<file path="src/rtl/pawo_pkg.sv">
// Package of the phase accumulator oscillator: field widths, register indexes,
// waveform codes and fixed constants. Depends on nothing.
package pawo_pkg;

   localparam int FREQ_W     = 24;
   localparam int TICK_W     = 32;
   localparam int PHASE_W    = 32;
   localparam int WAVE_W     = 3;
   localparam int CSR_DATA_W = 32;
   localparam int CSR_IDX_W  = 2;
   localparam int PROD_W     = FREQ_W + TICK_W + 1;
   localparam int STEP_LSB   = 16;

   localparam logic [TICK_W-1:0]  TICK_PERIOD_RESET = 32'd22906492;
   localparam logic [PHASE_W-1:0] HALF_CYCLE        = 32'h8000_0000;

   // pi/2 in Q30, used only while the sine table is built at elaboration.
   localparam longint PI2_Q30 = 64'sd1686629713;

   typedef enum logic [CSR_IDX_W-1:0] {
      CSR_WAVE_SELECT = 2'd0,
      CSR_TICK_PERIOD = 2'd1
   } csr_index_type;

   typedef enum logic [WAVE_W-1:0] {
      WAVE_SINE     = 3'd0,
      WAVE_SQUARE   = 3'd1,
      WAVE_SAW      = 3'd2,
      WAVE_TRIANGLE = 3'd3
   } wave_type;

endpackage

</file>
<file path="src/rtl/pawo_phase_store.sv">
// One-entry phase memory with a registered read and write forwarding.
// Depends on pawo_pkg.
module pawo_phase_store (
   input  logic                          clock,
   input  logic                          reset,
   input  logic                          wr_en,
   input  logic [pawo_pkg::PHASE_W-1:0]  wr_data,
   output logic [pawo_pkg::PHASE_W-1:0]  rd_data
);
   import pawo_pkg::*;

   logic [PHASE_W-1:0] mem [0:0];
   logic [PHASE_W-1:0] rd_ff;
   logic [PHASE_W-1:0] fwd_data_ff;
   logic               fwd_ff;
   logic               written_ff;
   logic               rd_written_ff;

   // The read is issued every cycle; a write in the previous cycle is newer than
   // the read data and is forwarded. An entry never written reads as zero.
   always_ff @(posedge clock) begin
      if (wr_en) begin
         mem[0] <= wr_data;
      end
      rd_ff       <= mem[0];
      fwd_data_ff <= wr_data;
   end

   always_ff @(posedge clock) begin
      if (reset) begin
         fwd_ff        <= 1'b0;
         written_ff    <= 1'b0;
         rd_written_ff <= 1'b0;
      end else begin
         fwd_ff        <= wr_en;
         written_ff    <= written_ff | wr_en;
         rd_written_ff <= written_ff;
      end
   end

   always_comb begin
      if (fwd_ff) begin
         rd_data = fwd_data_ff;
      end else if (rd_written_ff) begin
         rd_data = rd_ff;
      end else begin
         rd_data = '0;
      end
   end

endmodule

</file>
<file path="config.mk">
export PLATFORM = sky130hd
export DESIGN_NAME = pawo_phase_store
export DESIGN_NICKNAME = d
export VERILOG_FILES = /design/src/rtl/pawo_pkg.sv /design/src/rtl/pawo_phase_store.sv
export SDC_FILE = /design/constraint.sdc
export NUM_CORES = 1
export LEC_CHECK = 0
export ABC_CLOCK_PERIOD_IN_PS = 1400
export BUFFER_PORTS_ARGS = -buffer_cell sky130_fd_sc_hd__buf_2
export CORE_MARGIN = 2
export CORE_UTILIZATION = 54
export CTS_BUF_LIST = sky130_fd_sc_hd__clkbuf_4
export DETAILED_ROUTE_END_ITERATION = 6
export GPL_TIMING_DRIVEN = 0
export PLACE_DENSITY_LB_ADDON = 0.2
export SLEW_MARGIN = 20
export SYNTH_ARGS = -nofsm -noshare
export SYNTH_HDL_FRONTEND = slang
export SYNTH_SLANG_ARGS = --single-unit
</file>
<file path="constraint.sdc">
create_clock -name clock -period 1.4 [get_ports clock]
set_input_delay 0.28 -clock clock [delete_from_list [all_inputs] [get_ports clock]]
set_output_delay 0.28 -clock clock [all_outputs]
set_load 0.01 [all_outputs]
</file>
==> results.sh <==
export IMPL_status="finished, violations left"
export IMPL_violations="setup timing"
export IMPL_portBuffers=66
export IMPL_routed_wl_um=4889
export IMPL_grt_max_degree=35
export IMPL_leakage_nw=1.612
export IMPL_ctsLongestPathBuffers=2
export IMPL_max_slew_margin=0.4813
export IMPL_setup_ws_ps=-356.8
export IMPL_synth_area_um2=2680
export IMPL_drt_vias_per_instance=4.743
export IMPL_max_stage_delay_ps=390
export IMPL_critPathBufInv=3
export IMPL_r2r_end="written_ff"
export IMPL_cp_data_arrival_time_ps=1480
export IMPL_clk_pin_slew_ps=140
export IMPL_hp_class="flip-flop to flip-flop"
export IMPL_crit_slowest_cell="dfxtp_4"
export IMPL_finalNonFillerCells=334
export IMPL_placed_area_um2=3094
export IMPL_p_sw_w=0.001087
export IMPL_holdPathStages=0
export IMPL_initial_core_util=0.5637
export IMPL_reg2reg_slack_ps=840
export IMPL_yosys_warnings=0
export IMPL_synthCells=145
export IMPL_clock_sinks=99
export IMPL_syn_nets=180
export IMPL_fill_cells=295
export IMPL_critPathLaunchType="flip-flop"
export IMPL_intPower_w=0.004139
export IMPL_hold_ws_ps=345.4
export IMPL_rr_worst_depth=2
export IMPL_combPwrFrac=0.073
export IMPL_worst_clock_skew_ps=10.15
export IMPL_clkPwrFrac=0.309
export IMPL_die_area_um2=5543
export IMPL_fmaxAchievable_mhz=569.2
export IMPL_synthXorXnorAreaFrac=0
export IMPL_synth_distinct_cells=10
export IMPL_avgSynthCellArea_um2=18.48
export IMPL_final_period_utilization=1.255
export IMPL_antenna_cells=0
export IMPL_ir_drop_mv=0.9093
export IMPL_crit_chain="nor2b_4 -> buf_12 -> buf_8 -> a22o_1 -> buf_2"
export IMPL_clock_latency_ps=420
export IMPL_fin_crit_ps=1757
export IMPL_grt_ovfl_total=0
export IMPL_power_density_nw_per_um2=1412
export IMPL_die_w_um=74.45
export IMPL_seq_power_share=0.618
export IMPL_rows=25
export IMPL_synth_top_family_by_area="compound AO/OA/AOI/OAI gates"
export IMPL_ios=67
export IMPL_drv_slew=0
export IMPL_cts_tree="done"
export IMPL_setup_viol=32
export IMPL_cts_root_buf="clkbuf_4"
export IMPL_dp_cells=278
export IMPL_yosys_area_share_simple=0.01541
export IMPL_criticalPathCategory="flip-flop to output port"
export IMPL_endpoint_kind="output port"
export IMPL_routedWlPerCell_um=14.64
export IMPL_ys_ff_latch=99
export IMPL_coreArea_um2=4755
export IMPL_critical_path_top_delay_family="flip-flops"
export IMPL_min_from="mem[0][18]"
export IMPL_cap_viol_max_count=0
export IMPL_post_route_util=0.7784
export IMPL_rsz0062_at_grt="true"
export IMPL_synth_fa_ha_area_frac=0
export IMPL_rr_startpoint="written_ff"
export IMPL_route_detailed_drc=0
export IMPL_antenna_found_initial=0
export IMPL_holdPathEnd="rd_ff[18]"
export IMPL_dr_pass1_iters=4
export IMPL_yosys_mux_area_fraction=0
export IMPL_grt_total_usage=0.1943
export IMPL_post_route_cell_area_um2=3701
export IMPL_drive_above_1_share=0.3783
export IMPL_vias=1584
export IMPL_area_growth_pct=38.10
export IMPL_h_tree_depth=3
export IMPL_swShare=0.2080
export IMPL_grt_pass1_vias=1669
export IMPL_yosysSeqAreaShare=0.8590
export IMPL_cp_required_ps=1120
export IMPL_drtAntennaViolNets=0
export IMPL_dieHeight_um=74.45
export IMPL_numCtsBuffers=9
export IMPL_grt_first_pass_wirelength_um=7603
export IMPL_worst_path_max_fanout=5
export IMPL_gp_congestion=0.6633
export IMPL_final_nets=297
export IMPL_final_common_cell="buf_2"
export IMPL_worst_slew_pin_slew_ps=778.0
export IMPL_drt_iter0_drc=57
export IMPL_dp_hpwl_um=2819
export IMPL_finalHoldViolations=0
export IMPL_mostFrequentLayoutCells="buf_2 (67), dfxtp_1 (65), dlygate4sd3_1 (33), edfxtp_1 (32), a22o_1 (31)"
export IMPL_synth_compound_area_share=0.1032
-- kinds of logic (layout without fill, tap and decap cells) --
logic type / after synthesis / in the layout
flip-flops: 99 / 99
AO/OA/AOI/OAI: 32 / 32
AND/OR/NAND/NOR: 7 / 7
buffers and inverters: 7 / 129
-- layer usage --
| metal | routed length (µm) | track usage | vias up |
|---|---|---|---|
| li1 | - | - | 769 |
| met1 | 2074 | 0.2135 | 755 |
| met2 | 2495 | 0.3245 | 51 |
| met3 | 247 | 0.09485 | 9 |
| met4 | 72 | 0.07738 | 0 |
| met5 | 0 | 0 | - |
-- what timing repair did --
item / 4_1_cts / 5_1_grt
resized for setup: 8 / 11
gates cloned: 3 / 0
setup buffers: 3 / 2
hold endpoints to repair: 40 / 0
pin swaps: 1 / 5
endpoints found under the setup margin: 32 / 32
hold buffers: 33 / 0
-- cells in the mapped netlist --
cell type,instances,area (µm²)
a22o_1,31,271.5
buf_2,3,15.01
buf_6,4,45.04
dfxtp_1,67,1341
edfxtp_1,32,960.9
nand2_1,2,7.510
nor2_1,2,7.510
nor2b_1,2,12.51
nor2b_4,1,13.76
o21ai_1,1,5.000
-- worst max path at each step --
| stage | start | to | cells after the start |
|---|---|---|---|
| after CTS | rd_written_ff | rd_data[8] | 5 |
| after global routing | rd_written_ff | rd_data[9] | 5 |
| after detailed placement | wr_en | mem[0][22] | 1 |
| after global placement | fwd_ff | rd_data[10] | 5 |
| after floorplan | fwd_ff | rd_data[0] | 4 |
| final | fwd_ff | rd_data[8] | 5 |
-- layout make-up --
cell class,count,area (µm²),area share
Multi-Input combinational cell,39,324.1,0.08756
Buffer,6,66.31,0.01792
Clock buffer,10,75.07,0.02028
Tap cell,67,83.83,0.02265
Clock inverter,6,90.09,0.02434
Timing Repair Buffer,107,754.5,0.2039
Sequential cell,99,2307,0.6234
-- stage by stage --
| step | TNS [ps] | setup slack [ps] | power (W) |
|---|---|---|---|
| floorplan | 0 | 259.7 | 0.003403 |
| finish | -10310 | -356.8 | 0.005226 |
| global route | -13530 | -451.2 | 0.005422 |
| CTS | -11600 | -401.3 | 0.005256 |
| global placement | 0 | 117.4 | 0.003550 |
| detailed placement | 0 | 99.05 | 0.003575 |
-- power by group through the flow --
stage | combinational (W) | clock, W | sequential (W)
6_report | 0.000382 | 0.00161 | 0.00323
5_1_grt | 0.000416 | 0.00176 | 0.00325
4_1_cts | 0.000369 | 0.00166 | 0.00323
3_5_place_dp | 0.000281 | 0 | 0.00329
3_3_place_gp | 0.000272 | 0 | 0.00328
2_1_floorplan | 0.000133 | 0 | 0.00327
-- worst reg2reg max path, cell delays in order (launching register included) --
cell and delay [ps]:
dfxtp_1 360, nor2_1 40, nor2_1 110
-- sequential cells by signal, indices dropped and copies added (netlist names) --
name / cells
fwd_data_ff: 32
mem: 32
rd_ff: 32
fwd_ff: 1
written_ff: 1
rd_written_ff: 1
Note: power is estimated with default switching activity, not from simulation.
